$ cat src/button_debounce_press_classifier_assert.svh
// Assertion macros for the button debounce and press classifier RTL.
// No dependencies; included by modules that carry concurrent checks.
`ifndef BUTTON_DEBOUNCE_PRESS_CLASSIFIER_ASSERT_SVH
`define BUTTON_DEBOUNCE_PRESS_CLASSIFIER_ASSERT_SVH

// Same-cycle implication, disabled while reset is high.
`define BDPC_ASSERT_NOW(label, clk, rst, ante, cons) \
   label: assert property (@(posedge clk) disable iff (rst) (ante) |-> (cons)) \
      else $error("bdpc check failed");

// Next-cycle implication, disabled while reset is high.
`define BDPC_ASSERT_NXT(label, clk, rst, ante, cons) \
   label: assert property (@(posedge clk) disable iff (rst) (ante) |=> (cons)) \
      else $error("bdpc check failed");

`endif

$ cat src/bdpc_pkg.sv
// Shared types and constants for the button debounce and press classifier.
// No dependencies; used by every module of the block.
`default_nettype none

package bdpc_pkg;

   localparam int unsigned TimeWidth = 32;
   localparam int unsigned CfgWidth  = 16;

   // Register reset values, in milliseconds
   localparam logic [CfgWidth-1:0] DebounceReset = 16'd15;
   localparam logic [CfgWidth-1:0] ShortMaxReset = 16'd1000;
   localparam logic [CfgWidth-1:0] LongReset     = 16'd3000;

   // Configuration register indexes
   typedef enum logic [1:0] {
      CSR_DEBOUNCE  = 2'd0,
      CSR_SHORT_MAX = 2'd1,
      CSR_LONG      = 2'd2
   } csr_index_type;

   // Debounced level before and after one sample
   typedef struct packed {
      logic stable_prev;
      logic stable_level;
   } level_type;

   // Events raised by one sample
   typedef struct packed {
      logic press_hit;
      logic short_hit;
      logic release_hit;
      logic long_hit;
   } event_type;

endpackage

`default_nettype wire

$ cat src/bdpc_debounce.sv
// Debounce stage: raw level tracking, settle window timing and stable level.
// Depends on bdpc_pkg.
`default_nettype none

module bdpc_debounce (
   input  wire logic                                 clock,
   input  wire logic                                 reset,
   input  wire logic                                 step,
   input  wire logic                                 pin_level,
   input  wire logic [bdpc_pkg::TimeWidth-1:0]       now_ms,
   input  wire logic [bdpc_pkg::CfgWidth-1:0]        debounce_ms,
   output bdpc_pkg::level_type                       level
);

   logic                               raw_seen_ff,     raw_seen_in;
   logic                               settling_ff,     settling_in;
   logic [bdpc_pkg::TimeWidth-1:0]     settle_start_ff, settle_start_in;
   logic                               stable_ff,       stable_in;

   logic                               raw_change;
   logic                               settling_mid;
   logic [bdpc_pkg::TimeWidth-1:0]     settle_elapsed;
   logic                               settle_done;

   // A raw change restarts the window at this sample's time
   always_comb begin
      raw_change      = pin_level != raw_seen_ff;
      settling_mid    = raw_change | settling_ff;
      settle_start_in = raw_change ? now_ms : settle_start_ff;
      settle_elapsed  = now_ms - settle_start_in;
      settle_done     = settling_mid &&
                        (settle_elapsed >= {{(bdpc_pkg::TimeWidth-bdpc_pkg::CfgWidth){1'b0}},
                                            debounce_ms});
      raw_seen_in     = pin_level;
      settling_in     = settling_mid & ~settle_done;
      stable_in       = settle_done ? pin_level : stable_ff;
   end

   assign level.stable_prev  = stable_ff;
   assign level.stable_level = stable_in;

   // State advances once per transfer into the result register
   always_ff @(posedge clock) begin
      if (reset) begin
         raw_seen_ff     <= 1'b1;
         settling_ff     <= 1'b0;
         settle_start_ff <= '0;
         stable_ff       <= 1'b1;
      end else if (step) begin
         raw_seen_ff     <= raw_seen_in;
         settling_ff     <= settling_in;
         settle_start_ff <= settle_start_in;
         stable_ff       <= stable_in;
      end
   end

endmodule

`default_nettype wire

$ cat src/bdpc_classify.sv
// Press classifier: press/release edges, short press check, long press timer.
// Depends on bdpc_pkg.
`default_nettype none

module bdpc_classify (
   input  wire logic                                 clock,
   input  wire logic                                 reset,
   input  wire logic                                 step,
   input  wire logic [bdpc_pkg::TimeWidth-1:0]       now_ms,
   input  wire bdpc_pkg::level_type                  level,
   input  wire logic [bdpc_pkg::CfgWidth-1:0]        short_max_ms,
   input  wire logic [bdpc_pkg::CfgWidth-1:0]        long_ms,
   output bdpc_pkg::event_type                       events
);

   localparam int unsigned PadWidth = bdpc_pkg::TimeWidth - bdpc_pkg::CfgWidth;

   logic                               long_pending_ff, long_pending_in;
   logic [bdpc_pkg::TimeWidth-1:0]     press_start_ff,  press_start_in;

   logic                               stable_edge;
   logic                               pending_mid;
   logic [bdpc_pkg::TimeWidth-1:0]     press_elapsed;
   logic [bdpc_pkg::TimeWidth-1:0]     hold_elapsed;

   always_comb begin
      stable_edge        = level.stable_level != level.stable_prev;
      events.press_hit   = stable_edge & ~level.stable_level;
      events.release_hit = stable_edge &  level.stable_level;
      press_elapsed      = now_ms - press_start_ff;
      events.short_hit   = events.release_hit &&
                           (press_elapsed <= {{PadWidth{1'b0}}, short_max_ms});
      // press arms the long timer, release disarms it
      pending_mid        = events.press_hit ? 1'b1 :
                           (events.release_hit ? 1'b0 : long_pending_ff);
      hold_elapsed       = events.press_hit ? '0 : press_elapsed;
      events.long_hit    = pending_mid && (hold_elapsed >= {{PadWidth{1'b0}}, long_ms});
      long_pending_in    = pending_mid & ~events.long_hit;
      press_start_in     = events.press_hit ? now_ms : press_start_ff;
   end

   always_ff @(posedge clock) begin
      if (reset) begin
         long_pending_ff <= 1'b0;
         press_start_ff  <= '0;
      end else if (step) begin
         long_pending_ff <= long_pending_in;
         press_start_ff  <= press_start_in;
      end
   end

endmodule

`default_nettype wire

$ cat src/button_debounce_press_classifier.sv
// Top level of the button debounce and press classifier.
// Depends on bdpc_pkg, bdpc_debounce, bdpc_classify and the assertion header.
`default_nettype none

// Takes one button sample per cycle while rsp_tready is high and returns exactly one result per sample.
// A sample goes into an input register, is debounced and classified in one
// pass of logic, and lands in the result register, which drives rsp_tdata;
// a new sample is taken every cycle while
// rsp_tready is high. The two registers let the input side move on while a
// result waits. Timers hold across samples in the debounce and press stages;
// their state advances as each sample moves into the result register.
// Configuration writes are always taken (csr_ready is high) and apply to
// samples processed afterwards.

`include "button_debounce_press_classifier_assert.svh"

module button_debounce_press_classifier (
   input  wire logic        clock,
   input  wire logic        reset,
   // sample channel
   input  wire logic        req_tvalid,
   output      logic        req_tready,
   input  wire logic [39:0] req_tdata,   // [0] pin_level, [32:1] now_ms, [39:33] zero
   // result channel
   output      logic        rsp_tvalid,
   input  wire logic        rsp_tready,
   output      logic [7:0]  rsp_tdata,   // [0] stable_level, [1] press_event,
                                         // [2] short_event, [3] release_event,
                                         // [4] long_event, [7:5] zero
   // configuration writes
   input  wire logic        csr_valid,
   output      logic        csr_ready,
   input  wire logic [1:0]  csr_addr,
   input  wire logic [15:0] csr_wdata
);

   logic                               in_vld_ff,   in_vld_in;
   logic                               in_pin_ff;
   logic [bdpc_pkg::TimeWidth-1:0]     in_now_ff;
   logic                               out_vld_ff,  out_vld_in;
   logic [4:0]                         out_data_ff;

   logic [bdpc_pkg::CfgWidth-1:0]      debounce_ff;
   logic [bdpc_pkg::CfgWidth-1:0]      short_max_ff;
   logic [bdpc_pkg::CfgWidth-1:0]      long_ff;

   logic                               req_xfer;
   logic                               advance;
   bdpc_pkg::level_type                level;
   bdpc_pkg::event_type                events;

   // Handshake: the input register drains into the result register
   assign advance    = in_vld_ff && (!out_vld_ff || rsp_tready);
   assign req_tready = !in_vld_ff || advance;
   assign req_xfer   = req_tvalid && req_tready;
   assign in_vld_in  = req_xfer || (in_vld_ff && !advance);
   assign out_vld_in = advance || (out_vld_ff && !rsp_tready);

   assign rsp_tvalid = out_vld_ff;
   assign rsp_tdata  = {3'b000, out_data_ff};
   assign csr_ready  = 1'b1;

   always_ff @(posedge clock) begin
      if (reset) begin
         in_vld_ff  <= 1'b0;
         out_vld_ff <= 1'b0;
      end else begin
         in_vld_ff  <= in_vld_in;
         out_vld_ff <= out_vld_in;
      end
   end

   // Input register payload
   always_ff @(posedge clock) begin
      if (req_xfer) begin
         in_pin_ff <= req_tdata[0];
         in_now_ff <= req_tdata[32:1];
      end
   end

   // Result register payload
   always_ff @(posedge clock) begin
      if (advance) begin
         out_data_ff <= {events.long_hit, events.release_hit, events.short_hit,
                         events.press_hit, level.stable_level};
      end
   end

   // Configuration registers; unknown indexes are dropped
   always_ff @(posedge clock) begin
      if (reset) begin
         debounce_ff  <= bdpc_pkg::DebounceReset;
         short_max_ff <= bdpc_pkg::ShortMaxReset;
         long_ff      <= bdpc_pkg::LongReset;
      end else if (csr_valid && csr_ready) begin
         case (bdpc_pkg::csr_index_type'(csr_addr))
            bdpc_pkg::CSR_DEBOUNCE:  debounce_ff  <= csr_wdata;
            bdpc_pkg::CSR_SHORT_MAX: short_max_ff <= csr_wdata;
            bdpc_pkg::CSR_LONG:      long_ff      <= csr_wdata;
            default: begin
            end
         endcase
      end
   end

   bdpc_debounce u_debounce (
      .clock       (clock),
      .reset       (reset),
      .step        (advance),
      .pin_level   (in_pin_ff),
      .now_ms      (in_now_ff),
      .debounce_ms (debounce_ff),
      .level       (level)
   );

   bdpc_classify u_classify (
      .clock        (clock),
      .reset        (reset),
      .step         (advance),
      .now_ms       (in_now_ff),
      .level        (level),
      .short_max_ms (short_max_ff),
      .long_ms      (long_ff),
      .events       (events)
   );

   // Checks on result consistency and on the two-register pipeline
   `BDPC_ASSERT_NOW(a_press_low, clock, reset, rsp_tvalid && rsp_tdata[1], !rsp_tdata[0])
   `BDPC_ASSERT_NOW(a_release_high, clock, reset, rsp_tvalid && rsp_tdata[3], rsp_tdata[0])
   `BDPC_ASSERT_NOW(a_short_needs_release, clock, reset, rsp_tvalid && rsp_tdata[2], rsp_tdata[3])
   `BDPC_ASSERT_NOW(a_long_while_held, clock, reset, rsp_tvalid && rsp_tdata[4], !rsp_tdata[0])
   `BDPC_ASSERT_NXT(a_advance_fills_out, clock, reset, advance, out_vld_ff)
   `BDPC_ASSERT_NXT(a_stall_keeps_input, clock, reset, in_vld_ff && !advance, in_vld_ff)

endmodule

`default_nettype wire

$ cat config.mk
export PLATFORM = sky130hd
export DESIGN_NAME = button_debounce_press_classifier
export DESIGN_NICKNAME = d
export VERILOG_FILES = /design/src/bdpc_pkg.sv /design/src/bdpc_debounce.sv /design/src/bdpc_classify.sv /design/src/button_debounce_press_classifier.sv
export VERILOG_INCLUDE_DIRS = /design/src /design/src/src
export SDC_FILE = /design/constraint.sdc
export NUM_CORES = 1
export LEC_CHECK = 0
export BUFFER_PORTS_ARGS = -buffer_cell sky130_fd_sc_hd__buf_2
export CELL_PAD_IN_SITES_DETAIL_PLACEMENT = 1
export CELL_PAD_IN_SITES_GLOBAL_PLACEMENT = 1
export CORE_MARGIN = 10
export CORE_UTILIZATION = 39
export DETAILED_ROUTE_END_ITERATION = 8
export PLACE_DENSITY = 0.77
export SLEW_MARGIN = 20
export SYNTH_ARGS = -nofsm -noshare
export SYNTH_HDL_FRONTEND = slang
export SYNTH_SLANG_ARGS = --single-unit
$ cat constraint.sdc
create_clock -name clock -period 24.3 [get_ports clock]
set_clock_uncertainty 0.15 [all_clocks]
set_input_delay 0 -clock clock [delete_from_list [all_inputs] [get_ports clock]]
set_output_delay 0 -clock clock [all_outputs]
set_load 0.02 [all_outputs]
## Word-level counts from Yosys, hierarchy flattened

Cells that the tools add are included.

- $add $sub $neg: 2
- $lt $le $gt $ge: 3
- Eq/ne operators: 4
- Mux-type cells: 5
- Bitwise gates (word level): 8
- Reduce and logical (&&, ||, !) cells: 20

Operators by type and width:

| kind | count |
|---|---|
| 32-bit by 16-bit >= comparator with 1-bit output | 2 |
| 32-bit two-way mux | 2 |
| 32-bit subtractor | 2 |
| 32-bit by 16-bit less-or-equal comparator with 1-bit output | 1 |
| 2-bit AND reduction | 4 |
| 1-bit logical AND | 7 |
| 1-bit AND | 4 |
| 1-bit logical NOT | 4 |
| 1-bit logical OR | 4 |
| 1-bit two-way mux | 3 |
| 1-bit inverter | 3 |
| 2-bit by 1-bit == test with 1-bit output (second input constant) | 1 |
| 2-bit == test (second input constant) | 1 |
| 2-bit logical NOT | 1 |
| 1-bit != test | 2 |
| 1-bit OR | 1 |

- Flip-flop bits (word level): 156
- Output and inout port bits: 11

## Longest topological paths before layout

- Depth after elaboration: 13
- Depth in mapped cells: 40

## Modules after synthesis

From an unflattened synthesis, not the netlist that was laid out.

- Cells, all modules: 1391
- Area total of the unflattened synthesis: 11613.6 um^2

Modules (own cells, without submodules):

| module | instances | cells an instance | area each (um^2) | seq. area each (um^2) |
|---|---|---|---|---|
| bdpc_debounce | 1 | 573 | 4275.4 | 700.7 |
| bdpc_classify | 1 | 576 | 4093.9 | 660.6 |
| button_debounce_press_classifier | 1 | 242 | 3244.4 | 2142.1 |

## Least setup slack after synthesis

OpenSTA, ideal clock, no wires.

- Path kind: reg2reg
- Start point: register in_pin_ff
- End point: register out_data_ff[4], data pin
- Setup time: 258 ps
- Arrival time: 7322 ps
- Slack: 16570 ps
- Cell stages (with the launch flop): 39
- Path through: edfxtp_1 xnor2_2 clkbuf_1 buf_1 nand2_1 o21ai_0 ha_1 inv_1 ha_1 o22ai_1 a311oi_2 or3_4 a31oi_1 xnor2_1 ha_1 nor2b_1 o21ai_0 nand4_1 [... 3 more ...] nor4_1 and4_1 buf_4 nor2_4 buf_6 or2_1 ha_1 nand2b_1 a21o_1 a21oi_1 nor2b_1 o21ai_0 nand2b_1 a2111oi_0 nor4_1 a211oi_1 o21ai_0 o221a_1

RTL lines:

| element | line | source |
|---|---|---|
| start: declaration | button_debounce_press_classifier.sv:38 | `logic in_pin_ff;` |
| start signal: assignment | button_debounce_press_classifier.sv:76 | `in_pin_ff <= req_tdata[0];` |
| end signal: assignment | button_debounce_press_classifier.sv:84 | `out_data_ff <= {events.long_hit, events.release_hit, events.short_hit,` |
| end: declaration | button_debounce_press_classifier.sv:41 | `logic [4:0] out_data_ff;` |

==> impl_metrics.ini <==
[run_status]
outcome = completed

[sta]
worst_pin_slew_ps = 1070
final_max_slew_viol_count = 0
fin_tns_setup_ps = 0
whs_ps = 109
relSlewSlack = 0.284
hold_viol = 0
max_freq_ghz = 0.105
finalSetupViolCount = 0
post-route-min-period_ps = 9480
rsz0062_at_grt = no
period_share = 0.390

[placed_design]
hpwl_mm = 26.8
io_buffer_count = 62
gp_congestion = 0.885

[grt]
overflow = 0
grt.total_usage = 0.222
antenna_found_initial = 6
grt_pass1_wl_mm = 63.9
grt_max_degree = 79
grt_pass1_vias = 11600

[drt]
drt_iter0_markers = 845
drt-wirelength-per-cell_um = 21.9
viasPerCell = 5.94
vias = 11000
final_antenna_net_count = 0
totalWireLength_mm = 40.7
first_pass_iters = 5
drc = 0

[worst_hold_path]
hold_path_startpoint = req_tdata[6]
worst_hold_path_type = primary input to flip-flop

[worst_setup_path]
path_buf_inv = 2
end_kind = flip-flop
cp_top_family = compound AO/OA/AOI/OAI gates
cp.required_ps = 24350
worstPathArrival_ps = 9530
cpMaxStageDelayCell = a31oi_1
startpoint = in_pin_ff
timing.rr.start = in_pin_ff
cp_max_fo = 35
crit_path_start_kind = flip-flop
slowest_delay_ps = 580
critPathKind = flip-flop to flip-flop

[clocking]
cts_tree = built
cts_buffer_depth = 2
cts_max_level = 4
cts-root-buf = clkbuf_16
path_clk_slew_ps = 80
cts_sinks = 156
cts_resized = 0
ctsHoldBuffers = 59
clk_latency_ps = 450
cts_setup_buffers = 0
cts_buffers = 17

[floorplanning]
io_pins = 74
fp.dieW_um = 189
die_h_um = 189
dieArea_sq_um = 35800
core-area_sq_um = 28000
num_rows = 61
start_util = 0.399

[layout]
nFillCells = 3373
drive_gt1_frac = 0.0815
nNetsFinal = 1623
multi_input_area_sq_um = 6980
fin_util = 0.460
register_area_sq_um = 3500
syn2layout_area_growth_pct = 15.2

[synthesis]
ys_seq_elements = 156
synth-async-reset-ratio = 0
ys_types = 77
syn_area_sq_um = 11200
syn_inst = 1383
synth_ff_type = dfxtp_1
yosysSeqAreaShare = 0.314
synth_edf_count = 38
synth_warnings = 0
postSynthAreaPerCell_sq_um = 8.08

[power]
seqPwrFrac = 0.359
comb_power_share = 0.318
powerDensity_nw_per_um2 = 63.1
clkPwrFrac = 0.323
p_int_mw = 0.511
p_switching_mw = 0.301
switching_share = 0.371
total_power_mw = 0.812
peakVddDrop_mv = 0.0336
p_leak_nw = 5.00

[flow_run]
cap_violations = 0
==> layout by cell type (no fill, tap or decap), types with 11 or more instances in the layout <==
cell type	instances
edfxtp_1	38
nand2_1	162
nand3_1	26
a211oi_1	33
o31ai_1	38
buf_2	61
a31oi_1	16
ha_1	100
o211ai_1	25
nand2b_1	20
o21ai_0	60
a21oi_1	155
a21o_1	34
xnor2_1	26
inv_1	103
dlygate4sd3_1	59
clkbuf_16	17
mux2i_1	24
nand4_1	49
nor2b_1	33
xor2_1	25
nor3_1	11
nor2_1	75
dfxtp_1	118
==> per-stage QoR <==
stage | std cells | area, sq um | worst slack [ps]
global placement | 1759 | 11700 | 15250
detailed placement | 1759 | 11700 | 15140
CTS | 1850 | 12900 | 15110
floorplan | 1385 | 11200 | 16570
finish | 1856 | 12900 | 14820
global route | 1856 | 12900 | 14300
==> cell type report <==
class / count / area share
Clock inverter: 15 / 0.00875
Timing Repair Buffer: 130 / 0.0754
Sequential cell: 156 / 0.272
Clock buffer: 17 / 0.0331
Multi-Input combinational cell: 1050 / 0.542
Inverter: 104 / 0.0303
Tap cell: 378 / 0.0367
Antenna cell: 6 / 0.00117
==> worst reg2reg max path: cells and delay by family (launching register included) <==
kind	cells	cell delay [ps]
buffers and inverters	2	490
DFF	1	540
xor gates and xnor gates	2	650
and+or+nand+nor	14	2860
adders and majority gates	4	1020
AOI/OAI and AO/OA	13	3510
==> cell usage after synthesis, drive strengths merged (5+ instances only) <==
cell,instances,area [sq um]
clkbuf,53,199
xnor2,27,244
buf,22,125
edfxtp,38,1140
a21o,34,255
nor2b,33,206
mux2i,24,240
a21oi,155,776
nand4,49,307
a2111oi,8,95.1
nor3b,6,45.0
or3,7,48.8
nand3,26,130
a211oi,33,248
ha,100,1250
o21a,10,75.1
and2,7,43.8
o31ai,38,285
inv,104,390
nand2,162,608
o211ai,25,188
nor3,11,55.1
xor2,26,235
nand2b,20,125
maj3,7,70.1
and3,10,62.6
a31oi,16,100
dfxtp,118,2360
o21ai,62,310
nor2,76,293
nor4,5,31.3
==> state kept, by name, summed over array words and instances, names as in the netlist, 5 cells and up <==
signal                      cells
short_max_ff                   16
long_ff                        16
debounce_ff                    16
u_classify.press_start_ff      32
out_data_ff                     5
in_now_ff                      32
u_debounce.settle_start_ff     32
==> metal layers <==
layer,part of all wire,GRT usage,up-vias
met5,0,0,-
met3,0.039,0.0334,85
met4,0.033,0.0992,0
met1,0.43,0.270,5498
li1,-,-,5173
met2,0.49,0.382,271
==> kinds of logic (layout without fill, tap and decap cells) <==
kind of cell,Yosys count,in the layout,synth area share
compound gates,430,430,0.249
xor+xnor,53,53,0.0429
fa+ha+maj,108,108,0.120
buf+inv,179,266,0.0639
flops,156,156,0.314
mux,24,24,0.0215
other cells,2,10,0.000672
simple gates,431,431,0.189
==> worst paths after layout <==
check / slack (ps) / to / cells past startpoint
worst max-delay path: 14820 / out_data_ff[4] / 35
worst min-delay path: 110 / in_now_ff[5] / 2
worst max register to register: 14820 / out_data_ff[4] / 35
worst min register to register: 310 / long_ff[10] / 2
==> power groups by stage <==
stage	combinational, mW	clock [mW]	sequential [mW]
floorplan	0.176	0	0.292
global placement	0.232	0	0.296
detailed placement	0.240	0	0.297
CTS	0.251	0.257	0.291
global route	0.284	0.272	0.293
finish	0.258	0.262	0.292
No activity file was read; power rests on OpenSTA's default activity.
